File: config.mk
export PLATFORM = sky130hd
export DESIGN_NAME = sab_mix
export DESIGN_NICKNAME = d
export VERILOG_FILES = /design/src/hdl/sab_mix.sv
export SDC_FILE = /design/constraint.sdc
export NUM_CORES = 1
export LEC_CHECK = 0
export BUFFER_PORTS_ARGS = -buffer_cell sky130_fd_sc_hd__buf_2
export CAP_MARGIN = 15
export CORE_ASPECT_RATIO = 0.6
export CORE_MARGIN = 4
export CORE_UTILIZATION = 60
export DETAILED_ROUTE_END_ITERATION = 6
export PLACE_DENSITY = 0.84
export SYNTH_ARGS = -nofsm -noshare
export SYNTH_HDL_FRONTEND = slang
export SYNTH_SLANG_ARGS = --single-unit
File: constraint.sdc
create_clock -name vclk -period 6.9
set_input_delay 0 -clock vclk [all_inputs]
set_output_delay 0 -clock vclk [all_outputs]
set_load 0.005 [all_outputs]
File: src/hdl/sab_mix.sv
module sab_mix (
   input  logic [7:0] src,
   input  logic [7:0] dst,
   input  logic [7:0] alpha,
   output logic [7:0] result
);

   logic [16:0] num;
   logic [16:0] sum;

   // src*a + dst*(255-a), at most 255*255
   assign num = 17'(16'(src) * 16'(alpha)) + 17'(16'(dst) * 16'(8'd255 - alpha));

   // Exact divide by 255 for any numerator up to 255*255
   assign sum    = num + 17'd1 + 17'(num[16:8]);
   assign result = sum[15:8];

endmodule

==> summary.md <==
| Metric | Value |
|---|---|
| Setup-failing EPs final | 0 |
| Ranking of synthesized cells by instance count | inv_1, fa_1, ha_1 |
| Die H | 78.19 µm |
| CP required | 6900 ps |
| Hold crit path type | in -> out |
| Die width | 125.0 µm |
| Share of the synthesized area in the top cell type | 39.42% |
| Initial DRC Count | 245 |
| Cell taking the most area after synthesis | fa_1 |
| DP HPWL | 9121 µm |
| Total track usage | 22.27% |
| Final hold slack | 1182 ps |
| Vias per cell | 5.487 |
| Initial antenna violation count | 0 |
| CLK BUF | 0 |
| Post-route design area | 0.005391 mm² |
| Most frequent cell after synthesis | inv_1 |
| 1st-pass router iterations | 5 |
| Wire per inst | 15.29 µm |
| Critical Path Sink Type | output port |
| Slowest-stage cell, CP | fa_1 |
| Seq Cell Count | 0 |
| # rows | 25 |
| Crit path kind | in -> out |
| Final hold viol count | 0 |
| Pins Over Slew Limit | 0 |
| Syn avg cell area | 8.892 µm² |
| CP most frequent cell | fa_1 |
| Post-synthesis cell count | 554 |
| DRT antenna net count | 0 |
| Crit path DAT | 6630 ps |
| Post-Route WL | 10670 µm |
| Vias in the first global route | 3906 |
| Pre-CTS WS | 23.86 ps |
| Cts-stage hold buffer count | 0 |
| Max_cap viols | 0 |
| Worst hold start | src[0] |
| Cell Area, Synth | 0.004926 mm² |
| Placed Cells | 693 |
| Layout cells sized above 1 | 12.37% |
| Fill count | 645 |
| Core area | 0.007914 mm² |
| Final non-filler cell total | 698 |
| DRC viols | 0 |
| Vias after detailed routing | 3830 |
| Outcome | finished, final reports clean |
| Ports | 32 |
| Crit share post-route | 96.09% |
| Relative slew slack | 58.84% |
| Slew @ Worst Pin | 613.8 ps |
| Final worst slack | 270.1 ps |
| Antenna cells | 0 |
| Layout Nets | 784 |
| Max incr delay on CP | 550 ps |
| Final worst path period need | 6630 ps |
| First-pass GRT wire length | 18270 µm |
| Largest net degree at the start of global routing | 17 |
| Initial Util | 62.25% |
| CP Max Fanout | 12 |
| Count of cell types in the netlist | 48 |
| Register area share after synthesis | 0% |
| Die area | 0.009771 mm² |
| Hold Path Cell Cnt | 8 |
| Critical path's top delay family | adder cells |
| Syn_nets | 746 |
| Dpl cell area | 0.005245 mm² |
| GRT overflow | 0 |
| Hold Path Sink | result[0] |
| Port bufs | 32 |
| Warnings from Yosys | 0 |
| Buf/Inv on CP | 8 |
| Fmax | 150.8 MHz |
| Area grow syn2layout | 9.449% |
| Sequential cell area | 0 µm² |
| Startpoint types | input pin |
| Most area-consuming cells after synthesis | fa_1, ha_1, inv_1, nor2b_1, and2_1 |
| GPL Wtd Cong | 0.8941 |
[area by class of cell]
| type | instances | area [µm²] | share of cell area (%) |
|---|---|---|---|
| inverter | 138 | 518.0 | 9.608 |
| multi-input combinational | 405 | 4451 | 82.55 |
| timing repair buffer | 47 | 287.8 | 5.338 |
| tap | 108 | 135.1 | 2.506 |
[worst min-delay path: stages]
cell and delay [ps]:
buf_2 200, a211oi_2 140, nand4b_1 150, a311oi_1 110, o22ai_1 200, a31oi_1 140, xnor2_1 130, buf_2 110
[how the worst max path moves through the flow]
stage          depth (start not counted)     start   endpoint
3_5_place_dp                          25  alpha[2]  result[5]
6_report                              27  alpha[3]  result[3]
4_1_cts                               26  alpha[2]  result[4]
2_1_floorplan                         26  alpha[4]  result[3]
3_3_place_gp                          26  alpha[4]  result[7]
5_1_grt                               27  alpha[4]  result[6]
[layer usage]
metal	track usage [%]	wire, µm	vias to the layer above	share of wire (%)
met4	2.381	106	0	0.99
met2	37.25	5059	108	47
li1	-	-	1772	-
met5	0	0	-	0
met1	33.06	4881	1936	46
met3	1.903	626	14	5.9
[kinds of logic after synthesis]
logic type | share of synthesized area (%)
AO/OA/AOI/OAI | 7.976
other | 0.07613
AND/OR/NAND/NOR | 18.72
XOR/XNOR | 4.216
buffers and inverters | 11.56
adder cells (fa/ha/maj) | 57.45
[layout by cell type (no fill, tap or decap), drive strengths merged, types with 2 or more instances in the layout]
master / Yosys / layout
o211a: 2 / 2
ha: 71 / 71
a21boi: 4 / 4
or2: 2 / 2
nand2: 34 / 34
a211oi: 2 / 2
nand2b: 18 / 18
inv: 138 / 138
o21ai: 9 / 9
o211ai: 3 / 3
and3: 6 / 6
a221o: 2 / 2
nor3: 3 / 3
fa: 97 / 97
or3: 2 / 2
and2: 35 / 35
nand3: 3 / 3
buf: 3 / 43
a21o: 6 / 6
a21oi: 12 / 12
o2111ai: 3 / 3
xor2: 7 / 7
clkbuf: 8 / 4
nor2b: 49 / 49
xnor2: 14 / 14
nor2: 6 / 6
[through the flow]
stage,util [%],setup TNS [ps]
2_1_floorplan,-,0
3_3_place_gp,66.28,0
3_5_place_dp,66.28,0
4_1_cts,66.28,0
5_1_grt,68.13,-155.1
6_report,68.13,0
[what timing repair did]
item / in CTS / in global routing
setup buffers: 0 / 5
endpoints found under the setup margin: 0 / 8
resized for setup: 0 / 29
Power is not shown: default switching activity piles up to over one toggle a cycle in this logic, so the estimate is an artifact.
