[src/hdl/sab_pkg.sv]
package sab_pkg;

   // Canvas and scale limits
   localparam int MAX_WIDTH  = 256;
   localparam int MAX_HEIGHT = 256;
   localparam int MAX_SCALE  = 8;

   // Framebuffer geometry
   localparam int FB_DEPTH = MAX_WIDTH * MAX_HEIGHT;
   localparam int FB_AW    = (FB_DEPTH > 1) ? $clog2(FB_DEPTH) : 1;
   localparam int XW       = (MAX_WIDTH > 1) ? $clog2(MAX_WIDTH) : 1;
   localparam int YW       = (MAX_HEIGHT > 1) ? $clog2(MAX_HEIGHT) : 1;
   localparam int SCW      = $clog2(MAX_SCALE + 1);

   // Signed working width for canvas coordinates before clipping
   localparam int CW = 16;

   // Register file
   localparam int CSR_AW = 5;
   localparam logic [2:0] REG_POS_X    = 3'd0;
   localparam logic [2:0] REG_POS_Y    = 3'd1;
   localparam logic [2:0] REG_SCALE_X  = 3'd2;
   localparam logic [2:0] REG_SCALE_Y  = 3'd3;
   localparam logic [2:0] REG_CANVAS_W = 3'd4;
   localparam logic [2:0] REG_CANVAS_H = 3'd5;

   // Operation codes
   localparam logic [1:0] OP_BLEND = 2'd0;
   localparam logic [1:0] OP_LOAD  = 2'd1;
   localparam logic [1:0] OP_READ  = 2'd2;

   typedef struct packed {
      logic        [1:0] operation;
      logic        [9:0] pix_x;
      logic        [9:0] pix_y;
      logic        [7:0] red;
      logic        [7:0] green;
      logic        [7:0] blue;
      logic        [7:0] alpha;
   } req_type;

   typedef struct packed {
      logic [7:0] out_x;
      logic [7:0] out_y;
      logic [7:0] out_red;
      logic [7:0] out_green;
      logic [7:0] out_blue;
      logic       last;
   } rsp_type;

   typedef struct packed {
      logic signed [12:0] pos_x;
      logic signed [12:0] pos_y;
      logic        [3:0]  scale_x;
      logic        [3:0]  scale_y;
      logic        [8:0]  canvas_width;
      logic        [8:0]  canvas_height;
   } cfg_type;

   typedef struct packed {
      logic [7:0] red;
      logic [7:0] green;
      logic [7:0] blue;
   } pix_type;

   // Framebuffer access from the sequencer
   typedef struct packed {
      logic             rd_en;
      logic             wr_en;
      logic [FB_AW-1:0] addr;
      pix_type          wdata;
   } fb_req_type;

endpackage

[src/hdl/sab_csr.sv]
module sab_csr (
   input  logic                          clock,
   input  logic                          reset,
   input  logic                          psel,
   input  logic                          penable,
   input  logic                          pwrite,
   input  logic [sab_pkg::CSR_AW-1:0]    paddr,
   input  logic [31:0]                   pwdata,
   output logic [31:0]                   prdata,
   output logic                          pready,
   output sab_pkg::cfg_type              cfg
);

   sab_pkg::cfg_type cfg_ff, cfg_in;
   logic [2:0]       idx;
   logic             wr;

   assign idx    = paddr[4:2];
   assign wr     = psel && penable && pwrite;
   assign pready = 1'b1;
   assign cfg    = cfg_ff;

   // Register write decode
   always_comb begin
      cfg_in = cfg_ff;
      if (wr) begin
         unique case (idx)
            sab_pkg::REG_POS_X:    cfg_in.pos_x         = pwdata[12:0];
            sab_pkg::REG_POS_Y:    cfg_in.pos_y         = pwdata[12:0];
            sab_pkg::REG_SCALE_X:  cfg_in.scale_x       = pwdata[3:0];
            sab_pkg::REG_SCALE_Y:  cfg_in.scale_y       = pwdata[3:0];
            sab_pkg::REG_CANVAS_W: cfg_in.canvas_width  = pwdata[8:0];
            sab_pkg::REG_CANVAS_H: cfg_in.canvas_height = pwdata[8:0];
            default: ;
         endcase
      end
   end

   always_ff @(posedge clock) begin
      if (reset) begin
         cfg_ff.pos_x         <= '0;
         cfg_ff.pos_y         <= '0;
         cfg_ff.scale_x       <= 4'd1;
         cfg_ff.scale_y       <= 4'd1;
         cfg_ff.canvas_width  <= 9'd256;
         cfg_ff.canvas_height <= 9'd256;
      end else begin
         cfg_ff <= cfg_in;
      end
   end

   // Read mux
   always_comb begin
      unique case (idx)
         sab_pkg::REG_POS_X:    prdata = {19'd0, cfg_ff.pos_x};
         sab_pkg::REG_POS_Y:    prdata = {19'd0, cfg_ff.pos_y};
         sab_pkg::REG_SCALE_X:  prdata = {28'd0, cfg_ff.scale_x};
         sab_pkg::REG_SCALE_Y:  prdata = {28'd0, cfg_ff.scale_y};
         sab_pkg::REG_CANVAS_W: prdata = {23'd0, cfg_ff.canvas_width};
         sab_pkg::REG_CANVAS_H: prdata = {23'd0, cfg_ff.canvas_height};
         default:               prdata = 32'd0;
      endcase
   end

endmodule

[config.mk]
export PLATFORM = sky130hd
export DESIGN_NAME = sab_csr
export DESIGN_NICKNAME = d
export VERILOG_FILES = /design/src/hdl/sab_pkg.sv /design/src/hdl/sab_csr.sv
export SDC_FILE = /design/constraint.sdc
export NUM_CORES = 1
export LEC_CHECK = 0
export BUFFER_PORTS_ARGS = -buffer_cell sky130_fd_sc_hd__buf_2
export CORE_MARGIN = 2
export CORE_UTILIZATION = 34
export DETAILED_ROUTE_END_ITERATION = 10
export PLACE_DENSITY = 0.62
export SETUP_SLACK_MARGIN = 0.4
export SYNTH_ARGS = -nofsm -noshare
export SYNTH_HDL_FRONTEND = slang
export SYNTH_SLANG_ARGS = --single-unit
[constraint.sdc]
create_clock -name clock -period 1.7 [get_ports clock]
set_clock_uncertainty 0.15 [all_clocks]
set_input_delay 0.17 -clock clock [delete_from_list [all_inputs] [get_ports clock]]
set_output_delay 0.17 -clock clock [all_outputs]
set_load 0.02 [all_outputs]
==> results.py, run 1 <==
metrics = {
    "cts": {
        "cts_buffer_depth": 2,
        "path_clk_slew_ns": 0.09,
        "h-tree-depth": 2,
        "cts_made_buffers": 5,
        "worst_skew_pair.late_latency_ns": 0.30,
        "root_buffer": "clkbuf_8",
        "clock_sinks": 52,
        "cts_tree": "yes",
    },
    "place": {
        "dp_slack_ns": 0.0562,
        "placedCellCount": 443,
        "hpwl_um": 4950,
        "io_buffer_count": 85,
        "placed_area_um2": 3230,
        "gp_congestion": 0.735,
    },
    "worst_setup_path": {
        "crit_family": "multiplexers",
        "slowest_stage": "mux4_2",
        "crit_type": "reg2out",
        "path_cells": "mux4_2 > nor2b_4 > buf_6",
        "cp.buffers_inverters": 1,
        "timing.rr.start": "cfg[33]",
        "crit_fanout": 2,
        "r2r_end": "cfg[33]",
        "rr_worst_depth": 3,
        "required_ns": 1.38,
        "arrival_ns": 1.36,
        "max_stage_delay_ns": 0.46,
        "crit_path_end_kind": "output port",
        "r2r_setup_slack_ns": 0.79,
        "start_kind": "flip-flop",
    },
    "timing": {
        "fin_ws_ns": 0.0179,
        "hold_viol": 0,
        "fin_crit_sh_pct": 98.9,
        "rsz0062_at_grt": "yes",
        "maxClockFrequency_mhz": 594,
        "setup_viol": 0,
        "slew_viol_final": 0,
        "holdWs_ns": 0.0686,
        "tns_ns": 0,
        "min_period_ns": 1.68,
    },
    "logic_synthesis": {
        "yosysWarnings": 0,
        "netlist_area_um2": 2680,
        "netlist_instances": 264,
        "synth.most_common_cell": "mux2i_1",
        "synth_edf_count": 0,
        "ys_ff_latch": 52,
        "synth_cell_types": 23,
        "async_flop_share_pct": 0,
        "yosys_most_used_dff": "dfxtp_1",
        "synth.avg_cell_area_um2": 10.1,
        "synthTopCellsByCount": "mux2i_1, nand2b_1, dfxtp_1",
        "synth_top_area_share_pct": 38.9,
        "synth_seq_area_share_pct": 38.9,
        "synthTopCellsByArea": "dfxtp_1, mux2i_1, nand2b_1",
        "synth_area_leader_cell": "dfxtp_1",
    },
    "cells_and_area": {
        "multi_input_area_um2": 1570,
        "largest_reg_flops": 52,
        "fin_nets": 417,
        "n_antenna_cell": 0,
        "fin_area_um2": 3670,
        "drive_above_1_share_pct": 48.8,
        "fill_cells": 745,
        "syn2layout_area_growth_pct": 37.0,
        "register_area_um2": 1080,
        "final_cell_count_no_fill": 477,
    },
    "hold_path": {
        "hold_path.class": "in2reg",
        "whs_endpoint": "cfg[15]",
        "min-delay-start": "pwdata[6]",
        "hold-path-cell-count": 3,
    },
    "route": {
        "drc": 0,
        "route.met3.wl_um": 456,
        "num_vias": 2151,
        "firstDrtPassIters": 4,
        "wl_met1_um": 3080,
        "dr.max_layer_used": "met4",
        "wl_per_cell_um": 14.6,
        "ant_nets": 0,
        "routed_wirelength_um": 6980,
        "drt_iter0_markers": 84,
        "wl_met2_um": 3390,
        "vias_per_cell": 4.51,
    },
    "power_and_ir_drop": {
        "pwr-share-comb_pct": 13.6,
        "power.density_nw_per_um2": 603,
        "internal-power_mw": 1.64,
        "p_sw_mw": 0.577,
        "swShare_pct": 26.1,
        "seqPwrFrac_pct": 55.7,
        "pwr-share-clk_pct": 30.7,
        "ir_drop_mv": 0.264,
        "leakage_nw": 1.91,
    },
    "grt": {
        "grt_max_degree": 31,
        "overflow": 0,
        "grtUsageTotal_pct": 16.8,
        "grt_pass1_vias": 2148,
        "antenna_found_initial": 0,
        "grt_pass1_wl_um": 11300,
    },
    "run": {
        "maxCapViolations": 0,
    },
    "outcome": {
        "outcome": "finished, final reports clean",
    },
    "floorplanning": {
        "row_count": 32,
        "die_area_um2": 8610,
        "start_util_pct": 34.8,
        "die_h_um": 92.8,
        "coreArea_um2": 7690,
        "io_pins": 127,
        "dieWidth_um": 92.8,
    },
}
==> area by class of cell <==
class / instances / share of cell area, %
Clock buffer: 6 / 1.98
Clock inverter: 1 / 0.136
Inverter: 1 / 0.102
Multi-Input combinational cell: 192 / 42.8
Sequential cell: 52 / 29.4
Tap cell: 102 / 3.48
Timing Repair Buffer: 123 / 22.1
==> stage by stage <==
step / power, mW / utilization [%]
floorplan: 1.48 / -
global placement: 1.53 / 42.0
detailed placement: 1.53 / 42.0
CTS: 2.23 / 46.8
global route: 2.31 / 47.8
finish: 2.21 / 47.8
==> worst max path at each step <==
stage	from	to	slack (ns)	cells after the start
after floorplan	paddr[4]	prdata[10]	0.33	4
after global placement	paddr[4]	prdata[5]	0.09	4
after detailed placement	paddr[4]	prdata[6]	0.06	4
after CTS	cfg[7]	prdata[7]	0.004	3
after global routing	cfg[33]	prdata[7]	-0.03	3
final	cfg[5]	prdata[5]	0.02	3
==> metal layers <==
metal  GRT usage (%)  up-vias
met3            4.23        5
met2            28.1       73
met4            3.68        0
met1            21.7     1008
met5               0        -
li1                -     1065
==> cell families after synthesis <==
group	count (synthesis)	synth area share [%]
and+or+nand+nor	94	20.9
muxes	72	29.5
DFF	52	38.9
buffers and inverters	38	8.73
AOI/OAI and AO/OA	6	1.78
other	2	0.280
==> worst reg2reg max path, delay by kind of cell (launching register included) <==
kind                   cells  cell delay [ns]
buffers and inverters      1             0.11
flip-flops                 1             0.34
AND/OR/NAND/NOR            1             0.06
multiplexers               1             0.17
==> layout by cell type, fill, tap and decap left out, drive strengths merged <==
cell           n
buf          117
mux2i         62
nand2b        61
dfxtp         52
conb          20
nor2          11
nand2         10
nor2b          7
dlygate4sd3    6
clkbuf         6
mux4           5
mux2           5
o221ai         3
and2           2
inv            1
or2            1
a22oi          1
a221oi         1
a21oi          1
and4           1
and4b          1
clkinv         1
==> timing repair <==
item,4_1_cts,5_1_grt
gates resized for setup,51,9
setup endpoints to repair,13,13
hold endpoints to repair,11,0
buffers inserted,16,5
hold buffers,6,0
pin swaps,5,2
==> power groups by stage <==
stage                     registers (mW)  clock network [mW]  logic [mW]
after detailed placement            1.26                   0       0.268
after CTS                           1.23               0.702       0.297
final                               1.23               0.679       0.302
after floorplan                     1.27                   0       0.208
after global placement              1.26                   0       0.265
after global routing                1.23               0.749       0.328
Power figures use the tool's default switching activity.
==> inputs of run 2 (changes only) <==
Settings changed: ABC_AREA from default to 1, PLACE_DENSITY 0.62 to 0.61, REMOVE_ABC_BUFFERS from default to 1, SKIP_LAST_GASP from default to 1.
==> run 2 against run 1 <==
Effect of this change:
- clock-buffer cell count is 1 lower
- final area grew 13%
- global-route usage rose by 2.9 points
- sequential power is essentially flat
- critical path depth is 2 higher
- non-clock buffer count rose by 23
- routed wire length up 32%
- clock power is 3.8% higher
- via count is 46% higher
- first-iteration DRC count increased by 49%
- register-to-register slack lost 0.08 ns
- critical path type unchanged
==> results.py, run 2 <==
metrics = {
    "outcome": {
        "outcome": "finished, final reports clean",
    },
    "logic_synthesis": {
        "synth_top_area_share_pct": 36.8,
        "ys_ff_latch": 52,
        "synthTopCellsByArea": "dfxtp_1, nand2_1, nor2_1",
        "synth.most_common_cell": "nand2_1",
        "netlist_area_um2": 2830,
        "async_flop_share_pct": 0,
        "yosysWarnings": 0,
        "synth_edf_count": 0,
        "netlist_instances": 445,
        "yosys_most_used_dff": "dfxtp_1",
        "synth.avg_cell_area_um2": 6.35,
        "synth_seq_area_share_pct": 36.8,
        "synth_area_leader_cell": "dfxtp_1",
        "synthTopCellsByCount": "nand2_1, nor2_1, nand3_1",
        "synth_cell_types": 22,
    },
    "cts": {
        "worst_skew_pair.late_latency_ns": 0.30,
        "root_buffer": "clkbuf_8",
        "h-tree-depth": 2,
        "cts_tree": "yes",
        "path_clk_slew_ns": 0.10,
        "cts_made_buffers": 5,
        "cts_buffer_depth": 2,
        "clock_sinks": 52,
    },
    "power_and_ir_drop": {
        "swShare_pct": 29.7,
        "ir_drop_mv": 0.300,
        "seqPwrFrac_pct": 51.6,
        "p_sw_mw": 0.718,
        "leakage_nw": 2.11,
        "pwr-share-clk_pct": 29.2,
        "pwr-share-comb_pct": 19.2,
        "total_power_mw": 2.41,
        "internal-power_mw": 1.70,
        "power.density_nw_per_um2": 582,
    },
    "floorplanning": {
        "dieWidth_um": 95.2,
        "die_h_um": 95.2,
        "start_util_pct": 34.7,
        "coreArea_um2": 8130,
        "die_area_um2": 9050,
        "row_count": 33,
        "io_pins": 127,
    },
    "route": {
        "wl_per_cell_um": 13.6,
        "ant_nets": 0,
        "drt_iter0_markers": 125,
        "drc": 0,
        "num_vias": 3134,
        "firstDrtPassIters": 4,
        "routed_wirelength_um": 9190,
        "vias_per_cell": 4.62,
    },
    "worst_setup_path": {
        "timing.rr.start": "cfg[10]",
        "r2r_setup_slack_ns": 0.71,
        "rr_worst_depth": 4,
        "r2r_end": "cfg[10]",
        "arrival_ns": 1.15,
        "crit_type": "reg2out",
        "crit_fanout": 2,
        "required_ns": 1.38,
        "crit_path_end_kind": "output port",
        "start_kind": "flip-flop",
    },
    "cells_and_area": {
        "final_cell_mix": "nand2_1, nor2_1, buf_2, buf_4, nand3_1",
        "largest_reg_flops": 52,
        "drive_above_1_share_pct": 40.1,
        "fill_cells": 840,
        "syn2layout_area_growth_pct": 47.0,
        "n_antenna_cell": 0,
        "layout_commonest_cell": "nand2_1",
        "fin_nets": 615,
    },
    "timing": {
        "fin_crit_sh_pct": 86.4,
        "slew_viol_final": 0,
        "maxClockFrequency_mhz": 681,
        "tns_ns": 0,
        "hold_viol": 0,
        "min_period_ns": 1.47,
        "rsz0062_at_grt": "yes",
        "setup_viol": 0,
    },
    "grt": {
        "antenna_found_initial": 0,
        "grt_max_degree": 53,
        "use_met2_pct": 33.7,
        "grt_use_met3_pct": 3.48,
        "busiest_layer": "met2",
        "overflow": 0,
        "grtUsageTotal_pct": 19.7,
        "grt_pass1_wl_um": 13700,
        "grt_pass1_vias": 2720,
        "met1_usage_pct": 25.6,
    },
    "hold_path": {
        "hold-path-cell-count": 5,
        "hold_path.class": "in2reg",
        "whs_endpoint": "cfg[48]",
        "min-delay-start": "pwdata[9]",
    },
    "place": {
        "io_buffer_count": 85,
        "gp_congestion": 0.875,
        "hpwl_um": 5510,
    },
    "run": {
        "maxCapViolations": 0,
    },
}
[run 2: changes by cell type after synthesis, sizes merged, moves of 5 or more]
cell | previous run | this run
buf | 29 | 39
inv | 1 | 30
mux2 | 5 | 0
mux2i | 62 | 0
mux4 | 5 | 0
nand2 | 10 | 131
nand2b | 61 | 0
nand3 | 0 | 54
nand4 | 0 | 13
nor2 | 11 | 112
nor2b | 7 | 0
[run 2: cells by family after synthesis]
family          share of synthesized area [%]
simple gates                             46.9
compound gates                          0.886
other cells                             0.266
buf+inv                                  15.1
flops                                    36.8
[run 2: what timing repair did]
action / in CTS / in global routing
cloned: 5 / 0
hold buffers: 2 / 0
pin swaps: 25 / 25
buffers inserted: 35 / 4
endpoints found under the hold margin: 4 / 0
gates resized for setup: 79 / 39
endpoints found under the setup margin: 13 / 23
[run 2: layer usage]
metal  vias up  share of wire (%)
li1       1594                  -
met1      1427                 43
met2       101                 49
met3        12                6.7
met4         0                1.5
met5         -                  0
[run 2: power by group through the flow]
stage | clock network [mW] | registers [mW] | logic (mW)
3_3_place_gp | 0 | 1.27 | 0.335
2_1_floorplan | 0 | 1.29 | 0.179
4_1_cts | 0.730 | 1.24 | 0.438
3_5_place_dp | 0 | 1.27 | 0.338
6_report | 0.705 | 1.25 | 0.464
5_1_grt | 0.774 | 1.25 | 0.500
[run 2: layout make-up]
cell class / count / area [um2] / share of cell area [%]
Sequential cell: 52 / 1080 / 25.9
Multi-Input combinational cell: 336 / 1570 / 37.9
Clock inverter: 2 / 12.5 / 0.301
Clock buffer: 5 / 68.8 / 1.66
Tap cell: 105 / 131 / 3.16
Inverter: 32 / 148 / 3.56
Timing Repair Buffer: 146 / 1140 / 27.5
[run 2: metrics by stage]
step	setup WS (ns)	hold WS (ns)	instances	area [um2]	util, %
2_1_floorplan	0.194	0.146	419	2590	-
3_3_place_gp	0.163	0.275	625	3320	40.8
4_1_cts	0.257	0.0366	674	4010	49.3
3_5_place_dp	0.154	0.286	625	3320	40.8
6_report	0.231	0.0411	678	4150	51.1
5_1_grt	0.174	0.0467	678	4150	51.1
[run 2: worst max-delay path, stage by stage (launching register included)]
cell	delay [ns]
dfxtp_2	0.34
nand4_1	0.10
nand2_1	0.09
nor2_2	0.10
nand2_1	0.08
buf_6	0.13
[run 2: how the worst max path moves through the flow]
stage / startpoint / endpoint / slack [ns] / depth (start not counted)
after floorplan: paddr[3] / prdata[4] / 0.19 / 7
after global placement: paddr[4] / prdata[8] / 0.16 / 9
after detailed placement: paddr[4] / prdata[8] / 0.15 / 9
after CTS: cfg[42] / prdata[3] / 0.26 / 5
after global routing: cfg[21] / prdata[3] / 0.17 / 5
final: cfg[21] / prdata[3] / 0.23 / 5
==> inputs of run 3 (changes only) <==
Settings changed: CELL_PAD_IN_SITES_DETAIL_PLACEMENT from default to 1, CELL_PAD_IN_SITES_GLOBAL_PLACEMENT from default to 1, PLACE_DENSITY 0.61 to 0.86.
==> run 3 against run 2 <==
Effect of this change:
- non-clock buffer count is 2 higher
- critical path depth is the same
- sequential share of layout area decreased by 0.34 points
- sequential power is essentially flat
- worst setup slack lost 0.029 ns
- worst hold slack got worse by 0.0065 ns
- flip-flop and latch count did not move
- first-iteration DRC count grew 56%
==> results.py, run 3 (synthesized netlist as in run 2, its figures left out) <==
metrics = {
    "timing": {
        "maxClockFrequency_mhz": 667,
        "fin_ws_ns": 0.201,
        "tns_ns": 0,
        "rsz0062_at_grt": "yes",
        "holdWs_ns": 0.0346,
        "fin_crit_sh_pct": 88.2,
        "setup_viol": 0,
        "min_period_ns": 1.50,
        "hold_viol": 0,
        "slew_viol_final": 0,
    },
    "worst_setup_path": {
        "crit_fanout": 2,
        "timing.rr.start": "cfg[39]",
        "crit_path_end_kind": "output port",
        "start_kind": "flip-flop",
        "r2r_end": "cfg[39]",
        "crit_type": "reg2out",
        "arrival_ns": 1.18,
        "r2r_setup_slack_ns": 0.75,
        "rr_worst_depth": 3,
        "required_ns": 1.38,
    },
    "floorplanning": {
        "coreArea_um2": 8130,
        "io_pins": 127,
        "row_count": 33,
        "dieWidth_um": 95.2,
        "start_util_pct": 34.7,
        "die_h_um": 95.2,
        "die_area_um2": 9050,
    },
    "place": {
        "gp_congestion": 0.827,
        "placedCellCount": 628,
        "hpwl_um": 6700,
        "dp_slack_ns": 0.0785,
        "io_buffer_count": 85,
    },
    "power_and_ir_drop": {
        "leakage_nw": 2.17,
        "power.density_nw_per_um2": 626,
        "total_power_mw": 2.62,
        "ir_drop_mv": 0.286,
    },
    "run": {
        "maxCapViolations": 0,
    },
    "hold_path": {
        "whs_endpoint": "cfg[38]",
        "hold_path.class": "in2reg",
        "min-delay-start": "pwdata[12]",
        "hold-path-cell-count": 5,
    },
    "cts": {
        "path_clk_slew_ns": 0.10,
        "cts_buffer_depth": 2,
        "worst_skew_pair.late_latency_ns": 0.31,
        "cts_tree": "yes",
        "clock_sinks": 52,
        "h-tree-depth": 2,
        "cts_made_buffers": 5,
        "root_buffer": "clkbuf_8",
    },
    "outcome": {
        "outcome": "finished, final reports clean",
    },
    "grt": {
        "antenna_found_initial": 0,
        "grt_use_met3_pct": 4.51,
        "grtUsageTotal_pct": 23.8,
        "grt_pass1_wl_um": 16600,
        "overflow": 0,
        "met1_usage_pct": 28.4,
        "grt_max_degree": 53,
        "use_met2_pct": 43.1,
        "busiest_layer": "met2",
        "grt_pass1_vias": 3314,
    },
    "cells_and_area": {
        "fin_nets": 617,
        "final_cell_count_no_fill": 681,
        "n_antenna_cell": 0,
        "final_cell_mix": "nand2_1, nor2_1, buf_2, nand3_1, buf_4",
        "syn2layout_area_growth_pct": 48.3,
        "drive_above_1_share_pct": 39.2,
        "largest_reg_flops": 52,
        "layout_commonest_cell": "nand2_1",
    },
    "route": {
        "vias_per_cell": 4.98,
        "routed_wirelength_um": 11800,
        "ant_nets": 0,
        "num_vias": 3392,
        "drc": 0,
        "wl_per_cell_um": 17.4,
        "firstDrtPassIters": 4,
        "drt_iter0_markers": 195,
    },
}
## run 3: cell count changes in the layout (fill, tap and decap cells not counted), moves of 2 or more
cell / before / now
nand2_4: 2 / 4
nand3_1: 45 / 48
dfxtp_2: 28 / 24
dfxtp_1: 24 / 28
nand3_2: 9 / 6
nand2_1: 107 / 105
## run 3: worst max-delay path: stages (launching register included)
cell     delay [ns]
dfxtp_2        0.35
nand3_2        0.09
nand2_1        0.10
nor2_1         0.12
nand2_1        0.08
buf_6          0.13
## run 3: area by class of cell
cell class,instances,area (um2)
well taps,105,131
inverters,32,149
fillers,1087,3950
multi-input cells,336,1570
clock inverters,2,35.0
clock buffers,6,72.6
repair buffers,148,1160
flip-flops and latches,52,1070
## run 3: worst max-delay path by stage
stage	start	to	slack, ns	depth (start not counted)
finish	cfg[10]	prdata[1]	0.20	5
global route	cfg[3]	prdata[3]	0.14	5
CTS	cfg[42]	prdata[3]	0.27	5
detailed placement	paddr[2]	cfg[1]	0.08	7
global placement	paddr[2]	prdata[8]	0.09	9
floorplan	paddr[3]	prdata[4]	0.19	7
## run 3: routing by layer
| layer | routed length, um | share of wire, % | up-vias |
|---|---|---|---|
| met4 | 410 | 3.5 | 0 |
| met5 | 0 | 0 | - |
| met1 | 4650 | 39 | 1636 |
| met3 | 712 | 6.0 | 34 |
| met2 | 6050 | 51 | 129 |
| li1 | - | - | 1593 |
## run 3: timing repair
action / 4_1_cts / 5_1_grt
cloned: 2 / 1
pin swaps: 21 / 27
setup endpoints to repair: 13 / 32
endpoints found under the hold margin: 4 / 0
gates resized for setup: 69 / 45
hold buffers: 2 / 0
buffers inserted: 22 / 18
## run 3: stage by stage
stage | area (um2) | utilization (%)
floorplan | 2590 | -
global placement | 3340 | 41.1
detailed placement | 3340 | 41.1
CTS | 3880 | 47.7
global route | 4190 | 51.5
finish | 4190 | 51.5
## run 3: where the power goes
| group | internal [mW] | total [mW] | leakage (nW) | switching (mW) |
|---|---|---|---|---|
| logic | 0.183 | 0.482 | 1.68 | 0.299 |
| clock network | 0.439 | 0.891 | 0.0552 | 0.452 |
| registers | 1.23 | 1.25 | 0.430 | 0.0136 |
